==> src/rtl/core/min_error_boundary_cut_assert.svh <==
// assertion shorthands for the seam cut block, sampled on clk, off during rst
`ifndef MIN_ERROR_BOUNDARY_CUT_ASSERT_SVH
`define MIN_ERROR_BOUNDARY_CUT_ASSERT_SVH

// expression holds at every edge
`define MEBC_ASSERT_ALWAYS(label, expr, msg) \
  label: assert property (@(posedge clk) disable iff (rst) (expr)) else $error(msg);

// consequent holds in the same cycle as the antecedent
`define MEBC_ASSERT_IMPLY(label, ante, cons, msg) \
  label: assert property (@(posedge clk) disable iff (rst) (ante) |-> (cons)) \
    else $error(msg);

// consequent holds in the cycle after the antecedent
`define MEBC_ASSERT_NEXT(label, ante, cons, msg) \
  label: assert property (@(posedge clk) disable iff (rst) (ante) |=> (cons)) \
    else $error(msg);

`endif

==> src/rtl/core/mebc_pkg.sv <==
package mebc_pkg;

  localparam int DEF_MAX_ROWS     = 32;
  localparam int DEF_MAX_OVERLAP  = 16;
  localparam int DEF_MAX_CHANNELS = 4;

  localparam int NUM_CH  = 4;
  localparam int CH_W    = 8;
  localparam int COST_W  = 26;
  localparam int PCOST_W = 18;

  localparam int ROWS_CFG_W = 6;
  localparam int OV_CFG_W   = 5;
  localparam int CH_CFG_W   = 3;
  localparam int CFG_W      = 6;
  localparam int CFG_IDX_W  = 2;

  localparam logic [ROWS_CFG_W-1:0] ROWS_RST = 6'd20;
  localparam logic [OV_CFG_W-1:0]   OV_RST   = 5'd4;
  localparam logic [CH_CFG_W-1:0]   CH_RST   = 3'd3;

  localparam int ROW_OUT_W   = 5;
  localparam int COL_OUT_W   = 5;
  localparam int IN_TDATA_W  = 2 * NUM_CH * CH_W;
  localparam int OUT_TDATA_W = 16;

  typedef logic [NUM_CH-1:0][CH_W-1:0] pix_t;

  typedef enum logic [CFG_IDX_W-1:0] {
    REG_ROWS     = 2'd0,
    REG_OVERLAP  = 2'd1,
    REG_CHANNELS = 2'd2
  } cfg_reg_t;

  // step toward the chosen upper neighbor; also used to walk the fetch order
  typedef enum logic [1:0] {
    DIR_LEFT  = 2'd0,
    DIR_UP    = 2'd1,
    DIR_RIGHT = 2'd2,
    DIR_NONE  = 2'd3
  } dir_t;

  typedef enum logic [2:0] {
    ST_IDLE,
    ST_FETCH,
    ST_WRITE,
    ST_LOOK,
    ST_EMIT
  } mebc_state_t;

endpackage

==> src/rtl/core/mebc_ram.sv <==
module mebc_ram #(
  parameter int WIDTH = 8,
  parameter int DEPTH = 16,
  localparam int AW = (DEPTH > 1) ? $clog2(DEPTH) : 1
) (
  input  logic             clk,
  input  logic             we,
  input  logic [AW-1:0]    waddr,
  input  logic [WIDTH-1:0] wdata,
  input  logic             re,
  input  logic [AW-1:0]    raddr,
  output logic [WIDTH-1:0] rdata
);

  logic [WIDTH-1:0] mem [DEPTH];

  always_ff @(posedge clk) begin
    if (we) begin
      mem[waddr] <= wdata;
    end
    if (re) begin
      rdata <= mem[raddr];
    end
  end

endmodule

==> src/rtl/core/mebc_pixel_cost.sv <==
module mebc_pixel_cost
  import mebc_pkg::*;
(
  input  logic                clk,
  input  logic                load,
  input  logic [CH_CFG_W-1:0] ch_use,
  input  pix_t                ref_px,
  input  pix_t                blk_px,
  output logic [PCOST_W-1:0]  cost
);

  logic [NUM_CH-1:0][CH_W-1:0] diff;
  logic [PCOST_W-1:0]          sum;

  // stage 1: masked absolute channel differences
  always_ff @(posedge clk) begin
    if (load) begin
      for (int c = 0; c < NUM_CH; c++) begin
        if (CH_CFG_W'(c) < ch_use) begin
          diff[c] <= (ref_px[c] >= blk_px[c]) ? (ref_px[c] - blk_px[c])
                                               : (blk_px[c] - ref_px[c]);
        end else begin
          diff[c] <= '0;
        end
      end
    end
  end

  // stage 2: sum of squares
  always_comb begin
    sum = '0;
    for (int c = 0; c < NUM_CH; c++) begin
      sum = sum + PCOST_W'(diff[c] * diff[c]);
    end
  end

  always_ff @(posedge clk) begin
    cost <= sum;
  end

endmodule

==> src/rtl/core/min_error_boundary_cut.sv <==
// Minimum-error boundary cut over a horizontal overlap strip. Pixel pairs
// (reference, candidate block) arrive row-major on the s_ stream, one request
// per pixel, rows_in_use rows of overlap_width columns. Each pixel costs the
// sum of squared differences over the channels in use; a dynamic-programming
// seam adds to it the least of the three upper neighbors (leftmost on ties),
// saturating at 2^26-1. After the last pixel the block walks the seam back
// from the leftmost bottom-row minimum and sends one request per row on the
// m_ stream, bottom row first, with tlast on row zero. For each pixel the
// block takes the request, fetches up to three upper costs through the
// single read port of the cost memory and writes the new cost and step.
// Each result follows a step memory read, then is held until downstream takes
// it; no input is taken while results are going out. Registers out of range
// are saturated into their legal range; writing the rows, overlap or channels
// register restarts the strip. No clearing pass is needed after reset.
module min_error_boundary_cut
  import mebc_pkg::*;
#(
  parameter int MAX_ROWS     = DEF_MAX_ROWS,
  parameter int MAX_OVERLAP  = DEF_MAX_OVERLAP,
  parameter int MAX_CHANNELS = DEF_MAX_CHANNELS
) (
  input  logic                   clk,
  input  logic                   rst,
  // configuration write port
  input  logic                   cfg_we,
  input  logic [CFG_IDX_W-1:0]   cfg_index,
  input  logic [CFG_W-1:0]       cfg_data,
  // pixel pair stream
  input  logic                   s_tvalid,
  output logic                   s_tready,
  // fields low to high: ref_ch0, ref_ch1, ref_ch2, ref_ch3,
  //                     blk_ch0, blk_ch1, blk_ch2, blk_ch3
  input  logic [IN_TDATA_W-1:0]  s_tdata,
  // cut stream
  output logic                   m_tvalid,
  input  logic                   m_tready,
  // fields low to high: row_index[4:0], cut_column[9:5], zero fill
  output logic [OUT_TDATA_W-1:0] m_tdata,
  // last_row
  output logic                   m_tlast
);

  `include "min_error_boundary_cut_assert.svh"

  localparam int COL_W = (MAX_OVERLAP > 1) ? $clog2(MAX_OVERLAP) : 1;
  localparam int ROW_W = $clog2(MAX_ROWS);
  localparam int CA_W  = COL_W + 1;        // cost memory: row parity, column
  localparam int DA_W  = ROW_W + COL_W;    // step memory: row, column

  // configuration registers
  logic [ROWS_CFG_W-1:0] rows_cfg;
  logic [OV_CFG_W-1:0]   ov_cfg;
  logic [CH_CFG_W-1:0]   ch_cfg;

  // saturated sizes
  logic [ROW_W-1:0]    rows_last;
  logic [COL_W-1:0]    ov_last;
  logic [CH_CFG_W-1:0] ch_use;

  mebc_state_t state, state_next;

  // strip position of the next pixel
  logic [ROW_W-1:0] row_cnt;
  logic [COL_W-1:0] col_cnt;

  // neighbor fetch and compare
  dir_t              fk;
  logic              fetch_ok;
  logic [COL_W-1:0]  fetch_col;
  logic              pend;
  dir_t              pend_tag;
  logic              have;
  logic [COST_W-1:0] best;
  dir_t              dir;

  logic [PCOST_W-1:0] pcost;
  logic [COST_W:0]    sum;
  logic [COST_W-1:0]  total;

  // bottom-row minimum, tracked as the row is written
  logic [COST_W-1:0] min_cost;
  logic [COL_W-1:0]  min_col;
  logic              new_min;

  // backtrack position
  logic [ROW_W-1:0] bt_row;
  logic [COL_W-1:0] bt_col;

  // memory ports
  logic              cost_we, cost_re;
  logic [CA_W-1:0]   cost_waddr, cost_raddr;
  logic [COST_W-1:0] cost_rdata;
  logic              dir_we, dir_re;
  logic [DA_W-1:0]   dir_waddr, dir_raddr;
  logic [1:0]        dir_rdata;

  logic s_acc, m_acc, row_end, strip_end;

  assign s_acc     = s_tvalid && s_tready;
  assign m_acc     = m_tvalid && m_tready;
  assign row_end   = (col_cnt == ov_last);
  assign strip_end = row_end && (row_cnt == rows_last);

  // ---------------------------------------------------------------- config
  always_ff @(posedge clk) begin
    if (rst) begin
      rows_cfg <= ROWS_RST;
      ov_cfg   <= OV_RST;
      ch_cfg   <= CH_RST;
    end else if (cfg_we) begin
      case (cfg_index)
        REG_ROWS:     rows_cfg <= cfg_data[ROWS_CFG_W-1:0];
        REG_OVERLAP:  ov_cfg   <= cfg_data[OV_CFG_W-1:0];
        REG_CHANNELS: ch_cfg   <= cfg_data[CH_CFG_W-1:0];
        default: ;
      endcase
    end
  end

  always_comb begin
    if (rows_cfg < ROWS_CFG_W'(2)) begin
      rows_last = ROW_W'(1);
    end else if (int'(rows_cfg) > MAX_ROWS) begin
      rows_last = ROW_W'(MAX_ROWS - 1);
    end else begin
      rows_last = ROW_W'(rows_cfg - ROWS_CFG_W'(1));
    end

    if (ov_cfg == '0) begin
      ov_last = '0;
    end else if (int'(ov_cfg) > MAX_OVERLAP) begin
      ov_last = COL_W'(MAX_OVERLAP - 1);
    end else begin
      ov_last = COL_W'(ov_cfg - OV_CFG_W'(1));
    end

    if (ch_cfg == '0) begin
      ch_use = CH_CFG_W'(1);
    end else if (int'(ch_cfg) > MAX_CHANNELS) begin
      ch_use = CH_CFG_W'(MAX_CHANNELS);
    end else begin
      ch_use = ch_cfg;
    end
  end

  // ------------------------------------------------------------ pixel cost
  mebc_pixel_cost u_cost (
    .clk    (clk),
    .load   (s_acc),
    .ch_use (ch_use),
    .ref_px (s_tdata[NUM_CH*CH_W-1:0]),
    .blk_px (s_tdata[IN_TDATA_W-1:NUM_CH*CH_W]),
    .cost   (pcost)
  );

  // -------------------------------------------------------- neighbor fetch
  // left, up, right in that order so a strict compare keeps the leftmost
  always_comb begin
    case (fk)
      DIR_LEFT:  fetch_col = col_cnt - COL_W'(1);
      DIR_RIGHT: fetch_col = col_cnt + COL_W'(1);
      default:   fetch_col = col_cnt;
    endcase
    case (fk)
      DIR_LEFT:  fetch_ok = (col_cnt != '0);
      DIR_UP:    fetch_ok = 1'b1;
      DIR_RIGHT: fetch_ok = !row_end;
      default:   fetch_ok = 1'b0;
    endcase
    // first row has no upper neighbors
    fetch_ok = fetch_ok && (state == ST_FETCH) && (row_cnt != '0);
  end

  // running cost of this pixel, saturated
  always_comb begin
    if (row_cnt == '0) begin
      sum = (COST_W+1)'(pcost);
    end else begin
      sum = {1'b0, best} + (COST_W+1)'(pcost);
    end
    total   = sum[COST_W] ? '1 : sum[COST_W-1:0];
    new_min = (col_cnt == '0) || (total < min_cost);
  end

  // ------------------------------------------------------------- memories
  // two cost rows alternate on the parity of the row counter
  assign cost_waddr = {row_cnt[0], col_cnt};
  assign cost_raddr = {~row_cnt[0], fetch_col};
  assign dir_waddr  = {row_cnt, col_cnt};
  assign dir_raddr  = {bt_row, bt_col};

  mebc_ram #(
    .WIDTH (COST_W),
    .DEPTH (2 ** CA_W)
  ) u_cost_mem (
    .clk   (clk),
    .we    (cost_we),
    .waddr (cost_waddr),
    .wdata (total),
    .re    (cost_re),
    .raddr (cost_raddr),
    .rdata (cost_rdata)
  );

  mebc_ram #(
    .WIDTH (2),
    .DEPTH (2 ** DA_W)
  ) u_dir_mem (
    .clk   (clk),
    .we    (dir_we),
    .waddr (dir_waddr),
    .wdata (dir),
    .re    (dir_re),
    .raddr (dir_raddr),
    .rdata (dir_rdata)
  );

  // ------------------------------------------------------------ sequencer
  always_ff @(posedge clk) begin
    if (rst) begin
      state <= ST_IDLE;
    end else begin
      state <= state_next;
    end
  end

  always_comb begin
    state_next = state;
    case (state)
      ST_IDLE:  if (s_acc) state_next = ST_FETCH;
      ST_FETCH: if (fk == DIR_NONE) state_next = ST_WRITE;
      ST_WRITE: state_next = strip_end ? ST_LOOK : ST_IDLE;
      ST_LOOK:  state_next = ST_EMIT;
      ST_EMIT: begin
        if (m_acc) state_next = (bt_row == '0) ? ST_IDLE : ST_LOOK;
      end
      default:  state_next = ST_IDLE;
    endcase
  end

  always_comb begin
    s_tready = (state == ST_IDLE);
    m_tvalid = (state == ST_EMIT);
    cost_we  = (state == ST_WRITE);
    cost_re  = fetch_ok;
    dir_we   = (state == ST_WRITE) && (row_cnt != '0);
    dir_re   = (state == ST_LOOK) && (bt_row != '0);
  end

  assign m_tdata = OUT_TDATA_W'({COL_OUT_W'({1'b0, bt_col} + (COL_W+1)'(1)),
                                 ROW_OUT_W'(bt_row)});
  assign m_tlast = (bt_row == '0);

  // fetch walk and compare of returning costs
  always_ff @(posedge clk) begin
    if (rst) begin
      fk   <= DIR_LEFT;
      pend <= 1'b0;
      have <= 1'b0;
    end else begin
      pend     <= fetch_ok;
      pend_tag <= fk;
      if (s_acc) begin
        fk   <= DIR_LEFT;
        have <= 1'b0;
      end else if (state == ST_FETCH) begin
        case (fk)
          DIR_LEFT:  fk <= DIR_UP;
          DIR_UP:    fk <= DIR_RIGHT;
          default:   fk <= DIR_NONE;
        endcase
      end
      if (pend && (!have || (cost_rdata < best))) begin
        best <= cost_rdata;
        dir  <= pend_tag;
        have <= 1'b1;
      end
    end
  end

  // position counters, bottom-row minimum and backtrack
  always_ff @(posedge clk) begin
    if (rst) begin
      row_cnt <= '0;
      col_cnt <= '0;
    end else begin
      if (state == ST_WRITE) begin
        if (new_min) begin
          min_cost <= total;
          min_col  <= col_cnt;
        end
        if (row_end) begin
          col_cnt <= '0;
          row_cnt <= (row_cnt == rows_last) ? '0 : row_cnt + ROW_W'(1);
        end else begin
          col_cnt <= col_cnt + COL_W'(1);
        end
        if (strip_end) begin
          bt_row <= rows_last;
          bt_col <= new_min ? col_cnt : min_col;
        end
      end
      if ((state == ST_EMIT) && m_acc && (bt_row != '0)) begin
        bt_row <= bt_row - ROW_W'(1);
        if ((dir_rdata == DIR_LEFT) && (bt_col != '0)) begin
          bt_col <= bt_col - COL_W'(1);
        end else if ((dir_rdata == DIR_RIGHT) && (bt_col != ov_last)) begin
          bt_col <= bt_col + COL_W'(1);
        end
      end
      // a register write restarts the strip
      if (cfg_we && ((cfg_index == REG_ROWS) || (cfg_index == REG_OVERLAP) ||
                     (cfg_index == REG_CHANNELS))) begin
        row_cnt <= '0;
        col_cnt <= '0;
      end
    end
  end

  // ----------------------------------------------------------- assertions
  `MEBC_ASSERT_ALWAYS(a_no_input_while_emit, !(s_tready && m_tvalid),
                      "pixel taken while cuts are going out")
  `MEBC_ASSERT_ALWAYS(a_pos_in_strip, (col_cnt <= ov_last) && (row_cnt <= rows_last),
                      "strip position outside configured size")
  `MEBC_ASSERT_IMPLY(a_cut_in_range, m_tvalid, bt_col <= ov_last,
                     "cut column beyond overlap width")
  `MEBC_ASSERT_IMPLY(a_last_on_row_zero, m_tvalid && m_tlast, m_tdata[ROW_OUT_W-1:0] == '0,
                     "last flag on a row other than zero")
  `MEBC_ASSERT_NEXT(a_idle_after_last, m_acc && m_tlast, s_tready,
                    "not ready for pixels after final cut")

endmodule
==> config.mk <==
export PLATFORM = sky130hd
export DESIGN_NAME = min_error_boundary_cut
export DESIGN_NICKNAME = d
export VERILOG_FILES = /design/src/rtl/core/mebc_pkg.sv /design/src/rtl/core/mebc_ram.sv /design/src/rtl/core/mebc_pixel_cost.sv /design/src/rtl/core/min_error_boundary_cut.sv
export VERILOG_INCLUDE_DIRS = /design/src /design/src/rtl/core
export SDC_FILE = /design/constraint.sdc
export NUM_CORES = 2
export LEC_CHECK = 0
export BUFFER_PORTS_ARGS = -buffer_cell sky130_fd_sc_hd__buf_2
export CORE_MARGIN = 2
export CORE_UTILIZATION = 49
export CTS_BUF_LIST = sky130_fd_sc_hd__clkbuf_2 sky130_fd_sc_hd__clkbuf_4 sky130_fd_sc_hd__clkbuf_8
export DETAILED_ROUTE_END_ITERATION = 8
export SLEW_MARGIN = 15
export SYNTH_ARGS = -nofsm -noshare
export SYNTH_HDL_FRONTEND = slang
export SYNTH_SLANG_ARGS = --single-unit
==> constraint.sdc <==
create_clock -name clk -period 11.05 [get_ports clk]
set_input_delay 2.21 -clock clk [delete_from_list [all_inputs] [get_ports clk]]
set_output_delay 2.21 -clock clk [all_outputs]
set_load 0.05 [all_outputs]
### After elaboration in Yosys (flattened, before gate mapping)

Memory sizes are Yosys's and may differ from the RTL's. A register that Yosys moved wholly into a read port is not among the register bits.
Index checks and enable logic that the tools add are counted.

| operators by class | value |
|---|---|
| $add $sub $neg | 21 |
| multipliers | 4 |
| $lt $le $gt $ge | 14 |
| equal/unequal tests | 16 |
| muxes and demuxes | 38 |
| bitwise operators | 2 |
| reductions and logical operators | 46 |

Operators by type and width:

| cell | number |
|---|---|
| multiplier 8 x 8 -> 16 bit | 4 |
| subtractor 8 bit | 8 |
| less-than comparator 26 bit | 2 |
| adder 18 x 16 -> 18 bit | 2 |
| 2-to-1 mux 4 bit | 9 |
| >= comparator 8 bit | 4 |
| 2-to-1 mux 8 bit | 4 |
| 2-to-1 mux 5 bit | 6 |
| adder 26 x 18 -> 27 bit | 1 |
| 2-to-1 mux 27 bit | 1 |
| 2-to-1 mux 26 bit | 1 |
| adder 16 x 16 -> 17 bit | 1 |
| zero test 5 bit | 3 |
| 2-to-1 mux 3 bit | 5 |
| one-hot mux 3 bit (5 select lines) | 1 |
| logical AND 1 bit | 13 |
| AND reduction 2 bit | 6 |
| subtractor 4 x 1 -> 4 bit (second input constant) | 3 |
| nonzero test 5 bit | 2 |
| subtractor 5 x 1 -> 5 bit (second input constant) | 2 |
| AND reduction 3 bit | 3 |
| adder 4 x 1 -> 4 bit (second input constant) | 2 |
| equality test 2 bit (second input constant) | 4 |
| one-hot mux 4 bit (2 select lines) | 1 |
| other kinds (29) | 53 |

| word-level totals | value |
|---|---|
| register bits after elaboration | 149 |
| memory bits (writable) | 1856 |
| input bits | 77 |
| output and inout port bits | 19 |
| logic and storage cells | 164 |
| memories kept | 2 |

Memory list:

| memory | words | width | read ports | clocked after Yosys merged registers in | write ports | line | RTL |
|---|---|---|---|---|---|---|---|
| u_dir_mem.mem | 512 | 2 | 1 | 1 | 1 | mebc_ram.sv:15 | `logic [WIDTH-1:0] mem [DEPTH];` |
| u_cost_mem.mem | 32 | 26 | 1 | 1 | 1 | mebc_ram.sv:15 |  |

### Logic depth before layout (Yosys ltp)

| depth | value |
|---|---|
| depth after elaboration | 11 |
| mapped depth | 34 |
| depth with buffers taken out | 33 |

### Cells and area by module

A second synthesis with hierarchy kept.

| second synthesis, totals | value |
|---|---|
| cell total of the unflattened synthesis | 6596 |
| area total of the unflattened synthesis | 94903.5 µm² |

By module, submodules not included:

| module | instances | cells each | area each (µm²) | seq. area each (µm²) |
|---|---|---|---|---|
| mebc_ram (u_dir_mem) | 1 | 2608 | 42334.4 | 30809.5 |
| mebc_ram (u_cost_mem) | 1 | 1848 | 33216.9 | 25764.7 |
| mebc_pixel_cost | 1 | 1340 | 12162.9 | 1321.3 |
| min_error_boundary_cut | 1 | 800 | 7189.4 | 2672.6 |

### Least setup slack after synthesis

OpenSTA, ideal clock, no wires.

| path | value |
|---|---|
| kind | register to register |
| from | register row_cnt[0] |
| to | register min_cost[0], enable pin |
| library setup time | 442 ps |
| arrival time | 8026 ps |
| data required time | 10608 ps |
| path slack | 2582 ps |
| cell stages (with the launch flop) | 19 |
| buffers on the path | 5 |
| period minus slack after synthesis | 8468 ps |
| cells stage by stage | dfxtp_1 inv_1 buf_1 clkbuf_1 ha_1 nor2b_1 and2_1 buf_2 clkbuf_1 clkbuf_1 o311ai_0 ha_1 a21o_1 a21o_1 a211oi_1 o21ai_0 a211oi_1 a21boi_1 nor3_1 |

| on the way | value |
|---|---|
| word-level cells in the longest chain between the ends | 6 |

RTL lines:

| item | line | RTL |
|---|---|---|
| start, declared | min_error_boundary_cut.sv:63 | `logic [ROW_W-1:0] row_cnt;` |
| start signal, assigned | min_error_boundary_cut.sv:294 | `row_cnt <= (row_cnt == rows_last) ? '0 : row_cnt + ROW_W'(1);` |
| zero test 5 bit | min_error_boundary_cut.sv:176 | `if (row_cnt == '0) begin` |
| 2-to-1 mux 27 bit | min_error_boundary_cut.sv:176 |  |
| 2-to-1 mux 26 bit | min_error_boundary_cut.sv:181 | `total = sum[COST_W] ? '1 : sum[COST_W-1:0];` |
| via total[4] | min_error_boundary_cut.sv:78 | `logic [COST_W-1:0] total;` |
| less-than comparator 26 bit | min_error_boundary_cut.sv:182 | `new_min = (col_cnt == '0) \|\| (total < min_cost);` |
| logical OR 1 bit | min_error_boundary_cut.sv:182 |  |
| AND reduction 3 bit (no source line) | - |  |
| end signal, assigned | min_error_boundary_cut.sv:289 | `min_cost <= total;` |
| end, declared | min_error_boundary_cut.sv:81 | `logic [COST_W-1:0] min_cost;` |

The timed path passes the listed nets, and every way through them passes these cells.
A chain may end at the register's enable or synchronous reset.

### Worst setup path after layout

| path | value |
|---|---|
| from | register u_cost.diff[3] (netlist bit) |
| to | register u_cost.cost[17] |

| on the way | value |
|---|---|
| word-level cells in the longest chain between the ends | 4 |

RTL lines:

| item | line | RTL |
|---|---|---|
| start, declared | mebc_pixel_cost.sv:12 | `logic [NUM_CH-1:0][CH_W-1:0] diff;` |
| start signal, assigned by index | mebc_pixel_cost.sv:20 | `diff[c] <= (ref_px[c] >= blk_px[c]) ? (ref_px[c] - blk_px[c])` |
| multiplier 8 x 8 -> 16 bit | mebc_pixel_cost.sv:33 | `sum = sum + PCOST_W'(diff[c] * diff[c]);` |
| adder 16 x 16 -> 17 bit | mebc_pixel_cost.sv:33 |  |
| adder 18 x 16 -> 18 bit (2 in a row) | mebc_pixel_cost.sv:33 |  |
| via u_cost.sum[17] | mebc_pixel_cost.sv:13 | `logic [PCOST_W-1:0] sum;` |
| end signal, assigned | mebc_pixel_cost.sv:38 | `cost <= sum;` |
| end, declared | mebc_pixel_cost.sv:9 | `output logic [PCOST_W-1:0] cost` |

The timed path passes the listed nets, and every way through them passes these cells.

==> impl_metrics.json <==
{
  "hpwlAfterDp_um": 129000,
  "p_sw_share_pct": 38.1,
  "drive_above_1_share_pct": 22.3,
  "slowest_stage": "o41ai_1",
  "path_depth": 29,
  "reg2reg_depth": 29,
  "cts_setup_buffers": 0,
  "placement.io_buffers": 89,
  "htree_levels": 5,
  "synth.most_common_cell": "edfxtp_1",
  "r2r-start": "u_cost.diff[3]",
  "crit_path_start": "u_cost.diff[3]",
  "critPathRequiredTime_ns": 11.96,
  "clkPwrFrac_pct": 20.4,
  "cts.hold.buffers_added": 0,
  "maxCapViolations": 0,
  "die_x_um": 439,
  "via_per_inst": 5.84,
  "clk_path_buf_depth": 4,
  "cts_resized": 0,
  "max_freq_mhz": 111,
  "hold_viol_final": 0,
  "synth_area_per_cell_um2": 16.7,
  "worst_pin_slew_ns": 1.23,
  "grt_pass1_vias": 52222,
  "crit_end": "u_cost.cost[17]",
  "grt_use_met2_pct": 38.1,
  "synth_seq_area_share_pct": 65.3,
  "grtUsageMet1_pct": 33.7,
  "cp.arrival_ns": 9.90,
  "yosysTopAreaCell": "edfxtp_1",
  "status": "finished, final reports clean",
  "synth_enable_flop_cells": 1985,
  "critPathLaunchType": "register",
  "pwr-share-comb_pct": 51.3,
  "relSlewSlack_pct": 18.0,
  "core_area_um2": 188000,
  "io_pins": 96,
  "instances_no_fill": 8604,
  "die-area_um2": 193000,
  "vias": 50277,
  "syn_area_um2": 92700,
  "worst_path_most_repeated_cell": "fa_1",
  "max_stage_delay_ns": 0.68,
  "route.detailed.drc": 0,
  "r2r_setup_slack_ns": 2.06,
  "crit_family": "adder cells",
  "fin_crit_sh_pct": 81.3,
  "setup_viol": 0,
  "grt-ovfl-total": 0,
  "path_buf_inv": 6,
  "numCtsBuffers": 350,
  "ys_ff_latch": 2033,
  "post_drt_wl_per_cell_um": 26.3,
  "cts_tree": "built",
  "die_y_um": 439,
  "wirelength_um": 226000,
  "synth_flop_cell": "edfxtp_1",
  "pwr-share-seq_pct": 28.3,
  "final_util_pct": 54.9,
  "clk_latency_ns": 1.07,
  "gp_congestion": 0.819,
  "placed_cells": 7994,
  "ys_warn_count": 0,
  "grt_use_met3_pct": 4.28,
  "start_util_pct": 49.4,
  "clock-root-buffer": "clkbuf_8",
  "cts.sinks": 2033,
  "drtIter0Drc": 4608,
  "intPower_mw": 19.9,
  "grt_max_degree": 254,
  "firstDrtPassIters": 5,
  "endpoint_kind": "register",
  "p_leak_nw": 35.2,
  "fin_crit_ns": 8.99,
  "min_path_type": "register to register",
  "grt-busiest-layer": "met2",
  "synth_cell_types": 85,
  "netSwitchingPower_mw": 12.3,
  "final_nets": 6367,
  "rows": 159,
  "worstSetupPathType": "register to register",
  "p_per_area_nw_per_um2": 312,
  "synth_async_sr_flop_share_pct": 0,
  "synth_common_cells": "1,985 x edfxtp_1, 612 x nor2_1, 526 x mux4_2, 414 x inv_1, 261 x ha_1",
  "synth_top_area_share_pct": 64.3,
  "area_growth_pct": 11.2,
  "antenna_found_initial": 9,
  "vdd_drop_max_uv": 2470,
  "netlist_top_cells_area": "edfxtp_1 64%, mux4_2 13%, fa_1 3.8%",
  "fin_tns_setup_ns": 0,
  "rr_endpoint": "u_cost.cost[17]",
  "detail-route-antenna-nets": 0,
  "syn_inst": 5542,
  "path_clk_slew_ns": 0.06,
  "rsz0062_at_grt": "false",
  "path_max_fanout": 10,
  "clock_skew_ns": 0.0816,
  "grt_pass1_wl_um": 337000,
  "slew_violations": 0,
  "grt_util_all_layers_pct": 23.8
}
[per-stage QoR]
stage / hold slack (ns) / worst slack, ns / total power, mW / instance area [um^2]
after floorplan: 0.400 / 2.58 / 23.2 / 92800
after global placement: 0.406 / 2.26 / 25.8 / 96400
after detailed placement: 0.408 / 2.13 / 26.0 / 96400
after CTS: 0.421 / 2.05 / 32.6 / 103000
after global routing: 0.428 / 1.51 / 34.8 / 103000
final: 0.419 / 2.06 / 32.2 / 103000
[worst reg2reg max path: cells and delay by family (launching register included)]
family          cells  cell delay, ns
simple gates        5            0.80
xor+xnor            1            0.15
fa+ha+maj          12            5.43
compound gates      5            1.66
buf+inv             6            0.30
flops               1            0.51
[power groups by stage]
stage	clock network (mW)	logic, mW	registers, mW
5_1_grt	7.05	18.6	9.10
6_report	6.58	16.5	9.11
3_5_place_dp	0	16.7	9.27
4_1_cts	6.72	16.8	9.11
2_1_floorplan	0	14.0	9.26
3_3_place_gp	0	16.6	9.27
[metal layers]
layer | wire, um | share of wire [%]
met4 | 5900 | 2.6
met3 | 15200 | 6.7
met5 | 0 | 0
met1 | 96800 | 43
met2 | 108000 | 48
[worst min-delay path by stage]
stage	startpoint	end	slack, ns	cells after the start
after global placement	pend_tag[0]	dir[0]	0.41	0
after floorplan	pend_tag[0]	dir[0]	0.40	0
after global routing	pend_tag[1]	dir[1]	0.43	0
after detailed placement	pend_tag[1]	dir[1]	0.41	0
final	pend_tag[1]	dir[1]	0.42	0
after CTS	pend_tag[1]	dir[1]	0.42	0
[kinds of logic after synthesis]
logic type	count (synthesis)	share of synthesized area (%)
adders and majority gates	440	7.37
xor gates and xnor gates	96	0.915
buffers and inverters	704	3.16
other	1	0.00405
and+or+nand+nor	1151	5.50
muxes	726	15.0
AOI/OAI and AO/OA	391	2.75
DFF	2033	65.3
[registers in the layout, indices dropped and copies added (netlist names), 5 cells and up]
signal            flops
min_cost             26
bt_row                5
u_cost_mem.rdata     26
ov_cfg                5
u_cost.diff          32
u_cost.cost          18
rows_cfg              6
best                 26
u_dir_mem.mem      1024
row_cnt               5
u_cost_mem.mem      832
[cells in the final DEF (no fill, tap or decap), types with 17 or more instances in the layout]
cell type  instances
a21o_1            36
a21oi_1          113
a31oi_1           19
and2_1            87
and3_1            18
buf_2             89
buf_4            110
clkbuf_4         106
clkbuf_8         357
clkinv_1          87
clkinv_2          38
conb_1            38
dfxtp_1           48
edfxtp_1        1985
fa_1             177
ha_1             261
inv_1            413
mux2_2            18
mux2i_1          181
mux4_2           526
nand2_1          181
nand2b_1          17
nand3_1           54
nand4_1           17
nor2_1           600
nor2b_1           39
nor3_1            42
nor3_2            23
o211ai_1          25
o21ai_0           73
xnor2_1           63
xor2_1            30
[final cells by class]
| cell class | count | area [um^2] |
|---|---|---|
| well taps | 2495 | 3120 |
| inverters | 416 | 1560 |
| multi-input cells | 2842 | 29700 |
| diodes | 3 | 7.51 |
| flip-flops and latches | 2033 | 60600 |
| clock buffers | 463 | 5710 |
| repair buffers | 209 | 1470 |
| clock inverters | 143 | 917 |
| fillers | 14939 | 84700 |
(Power assumes the default switching activity.)
